**config.mk**
```make
export PLATFORM = sky130hd
export DESIGN_NAME = adc_channel_averaging_filter
export DESIGN_NICKNAME = d
export VERILOG_FILES = /design/src/rtl/acaf_pkg.sv /design/src/rtl/acaf_boxcar.sv /design/src/rtl/adc_channel_averaging_filter.sv
export SDC_FILE = /design/constraint.sdc
export NUM_CORES = 1
export LEC_CHECK = 0
export BUFFER_PORTS_ARGS = -buffer_cell sky130_fd_sc_hd__buf_2
export CAP_MARGIN = 20
export CORE_MARGIN = 8
export CORE_UTILIZATION = 50
export DETAILED_ROUTE_END_ITERATION = 8
export GPL_TIMING_DRIVEN = 0
export PLACE_DENSITY = 0.67
export SLEW_MARGIN = 20
export SYNTH_ARGS = -nofsm -noshare
export SYNTH_HDL_FRONTEND = slang
export SYNTH_SLANG_ARGS = --single-unit
export TNS_END_PERCENT = 10
```
**constraint.sdc**
```tcl
create_clock -name clk -period 8.89 [get_ports clk]
set_input_delay 0.4445 -clock clk [delete_from_list [all_inputs] [get_ports clk]]
set_output_delay 0.4445 -clock clk [all_outputs]
set_load 0.01 [all_outputs]
```
**src/rtl/acaf_pkg.sv**
```systemverilog
package acaf_pkg;

	// Default filter lengths.
	localparam int HP_TAPS_DEF   = 3;
	localparam int VOL_TAPS_DEF  = 5;
	localparam int BAT_BLOCK_DEF = 12;

	// Converter sample and level width, and the byte-padded stream data width.
	localparam int SAMPLE_W = 10;
	localparam int DATA_W   = 16;
	localparam int CHAN_W   = 2;

	typedef enum logic [CHAN_W-1:0] {
		CH_HP   = 2'd0,
		CH_VOL  = 2'd1,
		CH_BAT  = 2'd2,
		CH_NONE = 2'd3
	} chan_t;

endpackage

```
**src/rtl/acaf_boxcar.sv**
```systemverilog
module acaf_boxcar #(
	parameter int TAPS = acaf_pkg::HP_TAPS_DEF
) (
	input  logic                          clk,
	input  logic                          arst_n,
	input  logic                          upd,
	input  logic [acaf_pkg::SAMPLE_W-1:0] sample,
	output logic [acaf_pkg::SAMPLE_W-1:0] level
);

	localparam int SW  = $clog2(1024 * TAPS);
	localparam int PW  = (TAPS > 1) ? $clog2(TAPS) : 1;
	localparam int SH  = SW + $clog2(TAPS);
	localparam longint RECIP = ((64'(1) << SH) + TAPS - 1) / TAPS;
	localparam int PRW = SW + SH + 1;

	logic [acaf_pkg::SAMPLE_W-1:0] window_q [TAPS];
	logic [SW-1:0]                 sum_q;
	logic [PW-1:0]                 pos_q;
	logic                          fresh_q;

	logic [SW-1:0]  sum_next;
	logic [SW-1:0]  fill_sum;
	logic [PW-1:0]  pos_next;
	logic [PRW-1:0] prod;

	// Running sum swaps the oldest slot for the new sample.
	assign sum_next = sum_q + SW'(sample) - SW'(window_q[pos_q]);
	assign fill_sum = SW'(SW'(sample) * SW'(TAPS));
	assign pos_next = (pos_q == PW'(TAPS - 1)) ? '0 : PW'(pos_q + 1'b1);

	// Truncating mean: multiply by the rounded-up reciprocal, exact for any sum.
	assign prod  = PRW'(PRW'(sum_next) * PRW'(RECIP));
	assign level = fresh_q ? sample : prod[SH +: acaf_pkg::SAMPLE_W];

	always_ff @(posedge clk or negedge arst_n) begin
		if (!arst_n) begin
			sum_q   <= '0;
			pos_q   <= '0;
			fresh_q <= 1'b1;
		end else if (upd) begin
			fresh_q <= 1'b0;
			if (fresh_q) begin
				sum_q <= fill_sum;
				pos_q <= '0;
			end else begin
				sum_q <= sum_next;
				pos_q <= pos_next;
			end
		end
	end

	// The first sample fills every slot, so the window needs no reset.
	always_ff @(posedge clk) begin
		if (upd) begin
			for (int i = 0; i < TAPS; i++) begin
				if (fresh_q || (pos_q == PW'(i))) begin
					window_q[i] <= sample;
				end
			end
		end
	end

endmodule

```
**src/rtl/adc_channel_averaging_filter.sv**
```systemverilog
// Per-channel averaging filter for a 10-bit converter. Each input item is one raw
// sample, tagged in tuser with its channel (0 headphone sense, 1 volume, 2 battery
// voltage), and produces exactly one result item carrying the same channel code and
// that channel's filtered level. Headphone sense and volume are running boxcar
// averages over HP_TAPS and VOL_TAPS samples; the first sample after reset fills
// the whole window and is reported directly. The battery channel reports block
// means over BAT_BLOCK samples; while its level and block count are both zero the
// raw sample is taken as the level without being accumulated. All means truncate.
// Channel code 3 changes nothing and reports level 0. The block accepts one item
// every clock cycle. An accepted item is held in the input register; the filter
// update, which is a single add and a constant-reciprocal multiply, is then
// written into the result register together with the channel state, and the
// result is offered from there. Backpressure on the result side stalls the
// input side.
module adc_channel_averaging_filter #(
	parameter int HP_TAPS   = acaf_pkg::HP_TAPS_DEF,
	parameter int VOL_TAPS  = acaf_pkg::VOL_TAPS_DEF,
	parameter int BAT_BLOCK = acaf_pkg::BAT_BLOCK_DEF
) (
	input  logic                          clk,
	input  logic                          arst_n,

	input  logic                          s_axis_tvalid,
	output logic                          s_axis_tready,
	input  logic [acaf_pkg::DATA_W-1:0]   s_axis_tdata,  // [9:0] sample, [15:10] zero
	input  logic [acaf_pkg::CHAN_W-1:0]   s_axis_tuser,  // [1:0] func

	output logic                          m_axis_tvalid,
	input  logic                          m_axis_tready,
	output logic [acaf_pkg::DATA_W-1:0]   m_axis_tdata,  // [9:0] level, [15:10] zero
	output logic [acaf_pkg::CHAN_W-1:0]   m_axis_tuser   // [1:0] channel
);

	localparam int SMP_W = acaf_pkg::SAMPLE_W;
	// Battery accumulator holds at most BAT_BLOCK full-scale samples.
	localparam int BSW   = $clog2(1024 * BAT_BLOCK);
	localparam int CW    = $clog2(BAT_BLOCK + 1);
	localparam int BSH   = BSW + $clog2(BAT_BLOCK);
	localparam longint BAT_RECIP = ((64'(1) << BSH) + BAT_BLOCK - 1) / BAT_BLOCK;
	localparam int BPRW  = BSW + BSH + 1;

	// Input register.
	logic                  valid_s1;
	acaf_pkg::chan_t       func_s1;
	logic [SMP_W-1:0]      sample_s1;

	// Result register.
	logic                  out_valid_q;
	acaf_pkg::chan_t       channel_q;
	logic [SMP_W-1:0]      level_q;

	// Battery state.
	logic [BSW-1:0]        bat_sum_q;
	logic [CW-1:0]         bat_count_q;
	logic [SMP_W-1:0]      bat_level_q;

	logic                  advance;
	logic                  hp_upd;
	logic                  vol_upd;
	logic                  bat_upd;
	logic [SMP_W-1:0]      hp_level;
	logic [SMP_W-1:0]      vol_level;
	logic [SMP_W-1:0]      result_level;

	logic                  bat_start;
	logic                  bat_done;
	logic [BSW-1:0]        bat_sum_inc;
	logic [CW-1:0]         bat_count_inc;
	logic [BPRW-1:0]       bat_prod;
	logic [SMP_W-1:0]      bat_level_next;

	// The item in the input register moves on when the result register is free
	// or its item is being taken in this cycle.
	assign advance       = valid_s1 && (!out_valid_q || m_axis_tready);
	assign s_axis_tready = !valid_s1 || advance;

	assign hp_upd  = advance && (func_s1 == acaf_pkg::CH_HP);
	assign vol_upd = advance && (func_s1 == acaf_pkg::CH_VOL);
	assign bat_upd = advance && (func_s1 == acaf_pkg::CH_BAT);

	acaf_boxcar #(
		.TAPS   (HP_TAPS)
	) u_hp (
		.clk    (clk),
		.arst_n (arst_n),
		.upd    (hp_upd),
		.sample (sample_s1),
		.level  (hp_level)
	);

	acaf_boxcar #(
		.TAPS   (VOL_TAPS)
	) u_vol (
		.clk    (clk),
		.arst_n (arst_n),
		.upd    (vol_upd),
		.sample (sample_s1),
		.level  (vol_level)
	);

	// Battery block mean. A zero level with an empty block means no level has
	// been established yet (or the last mean was zero), so the raw sample is used.
	assign bat_start     = (bat_level_q == '0) && (bat_count_q == '0);
	assign bat_sum_inc   = bat_sum_q + BSW'(sample_s1);
	assign bat_count_inc = CW'(bat_count_q + 1'b1);
	assign bat_done      = !bat_start && (bat_count_inc == CW'(BAT_BLOCK));
	assign bat_prod      = BPRW'(BPRW'(bat_sum_inc) * BPRW'(BAT_RECIP));

	always_comb begin
		if (bat_start) begin
			bat_level_next = sample_s1;
		end else if (bat_done) begin
			bat_level_next = bat_prod[BSH +: SMP_W];
		end else begin
			bat_level_next = bat_level_q;
		end
	end

	always_comb begin
		unique case (func_s1)
			acaf_pkg::CH_HP:   result_level = hp_level;
			acaf_pkg::CH_VOL:  result_level = vol_level;
			acaf_pkg::CH_BAT:  result_level = bat_level_next;
			acaf_pkg::CH_NONE: result_level = '0;
			default:           result_level = '0;
		endcase
	end

	always_ff @(posedge clk or negedge arst_n) begin
		if (!arst_n) begin
			valid_s1 <= 1'b0;
		end else if (s_axis_tready) begin
			valid_s1 <= s_axis_tvalid;
		end
	end

	always_ff @(posedge clk) begin
		if (s_axis_tready && s_axis_tvalid) begin
			func_s1   <= acaf_pkg::chan_t'(s_axis_tuser);
			sample_s1 <= s_axis_tdata[SMP_W-1:0];
		end
	end

	always_ff @(posedge clk or negedge arst_n) begin
		if (!arst_n) begin
			bat_sum_q   <= '0;
			bat_count_q <= '0;
			bat_level_q <= '0;
		end else if (bat_upd) begin
			bat_level_q <= bat_level_next;
			if (bat_start || bat_done) begin
				bat_sum_q   <= bat_done ? '0 : bat_sum_q;
				bat_count_q <= bat_done ? '0 : bat_count_q;
			end else begin
				bat_sum_q   <= bat_sum_inc;
				bat_count_q <= bat_count_inc;
			end
		end
	end

	always_ff @(posedge clk or negedge arst_n) begin
		if (!arst_n) begin
			out_valid_q <= 1'b0;
		end else if (advance) begin
			out_valid_q <= 1'b1;
		end else if (m_axis_tready) begin
			out_valid_q <= 1'b0;
		end
	end

	always_ff @(posedge clk) begin
		if (advance) begin
			channel_q <= func_s1;
			level_q   <= result_level;
		end
	end

	assign m_axis_tvalid = out_valid_q;
	assign m_axis_tuser  = channel_q;
	assign m_axis_tdata  = acaf_pkg::DATA_W'(level_q);

endmodule

```
==> impl_metrics.json <==
{
  "outcome": "finished clean",
  "grt_pass1_vias": 13610,
  "dpl-instance-area_sq_mm": 0.01888,
  "gp_congestion": 0.9053,
  "critPathBufInv": 6,
  "grt.total_usage_pct": 21.12,
  "nets": 2358,
  "critPathCaptureType": "flip-flop",
  "rsz0062_at_grt": "true",
  "grt-ovfl-total": 0,
  "dp_hpwl_um": 33990,
  "syn_avg_cell_area_sq_um": 10.12,
  "crit_type": "flip-flop to flip-flop",
  "synth_edf_count": 104,
  "grt_max_degree": 53,
  "vias": 12880,
  "syn2layout_area_growth_pct": 8.621,
  "finalCritPeriodShare_pct": 96.11,
  "final_core_util_pct": 55.18,
  "drive_gt1_share_pct": 6.860,
  "clk_pin_slew_ns": 0.07,
  "drtAntennaViolNets": 0,
  "clock_sinks": 166,
  "cp-start-kind": "flip-flop",
  "totalWireLength_um": 43060,
  "wl_per_cell_um": 18.50,
  "clockBufferDepth": 2,
  "crit_path_top_delay_cell": "edfxtp_1",
  "clock_latency_ns": 0.43,
  "drt_first_iter_violations": 633,
  "row_count": 69,
  "coreArea_sq_mm": 0.03566,
  "die_h_um": 206.3,
  "synthFlopType": "edfxtp_1",
  "relSlewSlack_pct": 30.77,
  "reg2reg_depth": 29,
  "die_area_sq_mm": 0.04257,
  "worstReg2RegEnd": "level_q[9]",
  "max_stage_delay_ns": 0.99,
  "cts_root_buf": "clkbuf_16",
  "rr_startpoint": "sample_s1[3]",
  "die_w_um": 206.3,
  "antennaDiodeCount": 0,
  "crit_path_end": "level_q[9]",
  "postSynthCellCount": 1790,
  "final_area_sq_mm": 0.01967,
  "crit_start": "sample_s1[3]",
  "yosys.area.top_type_share_pct": 22.31,
  "antenna_found_initial": 0,
  "whs_ns": 0.1872,
  "portBuffers": 29,
  "drv_slew": 0,
  "cts_tree": "done",
  "worstMarginPinSlew_ns": 1.035,
  "reg2reg_slack_ns": 0.35,
  "skew_ns": 0.01042,
  "critPathArrivalTime_ns": 8.78,
  "cap_viol_max_count": 0,
  "yosysWarnings": 0,
  "numCtsBuffers": 17,
  "worstPathMaxFanout": 17,
  "ys_seq_area_share_pct": 25.82,
  "clock.fmax_mhz": 117.0,
  "start_util_pct": 50.80,
  "final-hold-violation-count": 0,
  "setup_viol": 0,
  "synthTopCellsByArea": "ha_1 (22%), fa_1 (18%), edfxtp_1 (17%)",
  "crit_family": "adder cells",
  "async_reset_ff_share_pct": 37.35,
  "ys_ff_latch": 166,
  "first_pass_iters": 4,
  "finalCriticalPeriod_ns": 8.544,
  "cp_num_cells": 29,
  "synth_cell_types": 80,
  "hp-class": "input pin to flip-flop",
  "worstPathRequired_ns": 9.12,
  "drc": 0,
  "cts_max_level": 4,
  "yosysTopAreaCell": "ha_1",
  "ios": 42,
  "synthesis.area_sq_mm": 0.01811,
  "viasPerCell": 5.535,
  "grt_pass1_wl_um": 70260,
  "cpMostUsedCell": "inv_1"
}
per-stage QoR:
| stage | worst slack (ns) | TNS [ns] | instances |
|---|---|---|---|
| floorplan | 0.6918 | 0 | 1795 |
| detailed placement | -0.5493 | -3.613 | 2286 |
| global route | -0.01207 | -0.01207 | 2327 |
| global placement | -0.5014 | -3.540 | 2285 |
| finish | 0.3460 | 0 | 2327 |
| CTS | 0.02704 | 0 | 2323 |
registers in the layout, indices dropped and copies added (netlist names):
signal,count
sample_s1,10
u_vol.pos_q,3
m_axis_tuser,2
bat_count_q,4
u_hp.window_q,30
m_axis_tvalid,1
u_hp.fresh_q,1
level_q,10
bat_level_q,10
func_s1,2
u_vol.fresh_q,1
u_vol.sum_q,13
bat_sum_q,14
u_vol.window_q,50
valid_s1,1
u_hp.pos_q,2
u_hp.sum_q,12
cell type report:
cell class,instances,area [sq um]
clock buffer,18,429.2
inverter,353,1325
multi-input combinational,1233,12060
sequential,166,4678
tap,461,576.8
timing repair buffer,41,260.3
clock inverter,13,148.9
fill,3107,15980
buffer,42,195.2
layout by cell type (no fill, tap or decap), types with 7 or more instances in the layout:
| cell type | n |
|---|---|
| nand2_1 | 147 |
| mux2i_1 | 19 |
| nand3_1 | 17 |
| inv_1 | 352 |
| a21boi_0 | 7 |
| o21bai_1 | 10 |
| buf_2 | 31 |
| nor2_1 | 64 |
| xnor2_2 | 7 |
| ha_1 | 323 |
| a211oi_1 | 7 |
| or3_1 | 10 |
| o211ai_1 | 7 |
| clkbuf_1 | 29 |
| a21o_1 | 27 |
| o21ai_0 | 86 |
| nor2b_1 | 8 |
| o221ai_1 | 7 |
| o31ai_1 | 7 |
| fa_1 | 159 |
| nor3_1 | 18 |
| xnor2_1 | 51 |
| dfrtp_1 | 59 |
| and3_1 | 14 |
| edfxtp_1 | 104 |
| a21oi_1 | 74 |
| o21ai_1 | 7 |
| clkbuf_16 | 17 |
| a31oi_1 | 9 |
| xor2_1 | 19 |
| nand2b_1 | 9 |
| buf_4 | 18 |
| mux4_2 | 10 |
| o21a_1 | 7 |
worst min-delay path by stage:
stage                          startpoint        endpoint  cells after the start
after CTS                 s_axis_tuser[1]      func_s1[1]                      1
after detailed placement           arst_n   u_hp.sum_q[4]                      1
after global placement      u_hp.sum_q[8]   u_hp.sum_q[8]                      2
after global routing      s_axis_tuser[1]      func_s1[1]                      1
after floorplan                    arst_n  bat_count_q[0]                      0
final                     s_axis_tuser[1]      func_s1[1]                      1
metal layers:
metal | GRT usage [%] | up-vias | part of all wire [%]
li1 | - | 6173 | -
met1 | 27.37 | 6318 | 45
met2 | 35.89 | 302 | 48
met3 | 2.320 | 86 | 3.7
met4 | 8.353 | 0 | 3.4
met5 | 0 | - | 0
synth_stat cells, types with 4 or more instances:
master,n
nor3_1,18
nand4_1,6
xor2_1,22
a211oi_2,5
a21o_1,27
a21oi_1,75
fa_1,159
or3_1,10
o21ai_0,87
nand2_1,147
o31ai_1,7
ha_1,323
a2111oi_0,4
o21ai_1,6
xnor2_1,58
dfrtp_1,60
edfxtp_1,104
mux4_2,10
o211ai_1,7
o221ai_1,7
buf_4,6
a211oi_1,8
and2_1,6
inv_1,352
nand2b_1,9
o21a_1,7
buf_1,6
a21boi_0,7
a31oi_1,9
and3_1,14
mux2i_1,19
clkbuf_1,29
nand3_1,17
o21bai_1,11
nor2b_1,8
o22ai_1,6
nor2_1,64
a22o_1,5
cells by family after synthesis:
family          after synthesis  synth area share, %
compound gates              318                11.57
mux                          30                2.356
xor+xnor                     82                4.117
flops                       166                25.82
fa+ha+maj                   482                39.89
other cells                   1              0.02070
simple gates                315                7.882
buf+inv                     396                8.345
timing repair:
item | CTS | global route
hold endpoints to repair | 10 | 0
gates cloned | 0 | 0
hold buffers | 1 | 0
endpoints found under the setup margin | 9 | 13
pin swaps | 2 | 0
buffers inserted | 5 | 5
resized for setup | 10 | 15
Power is not shown: default switching activity piles up to over one toggle a cycle in this logic, so the estimate is an artifact.
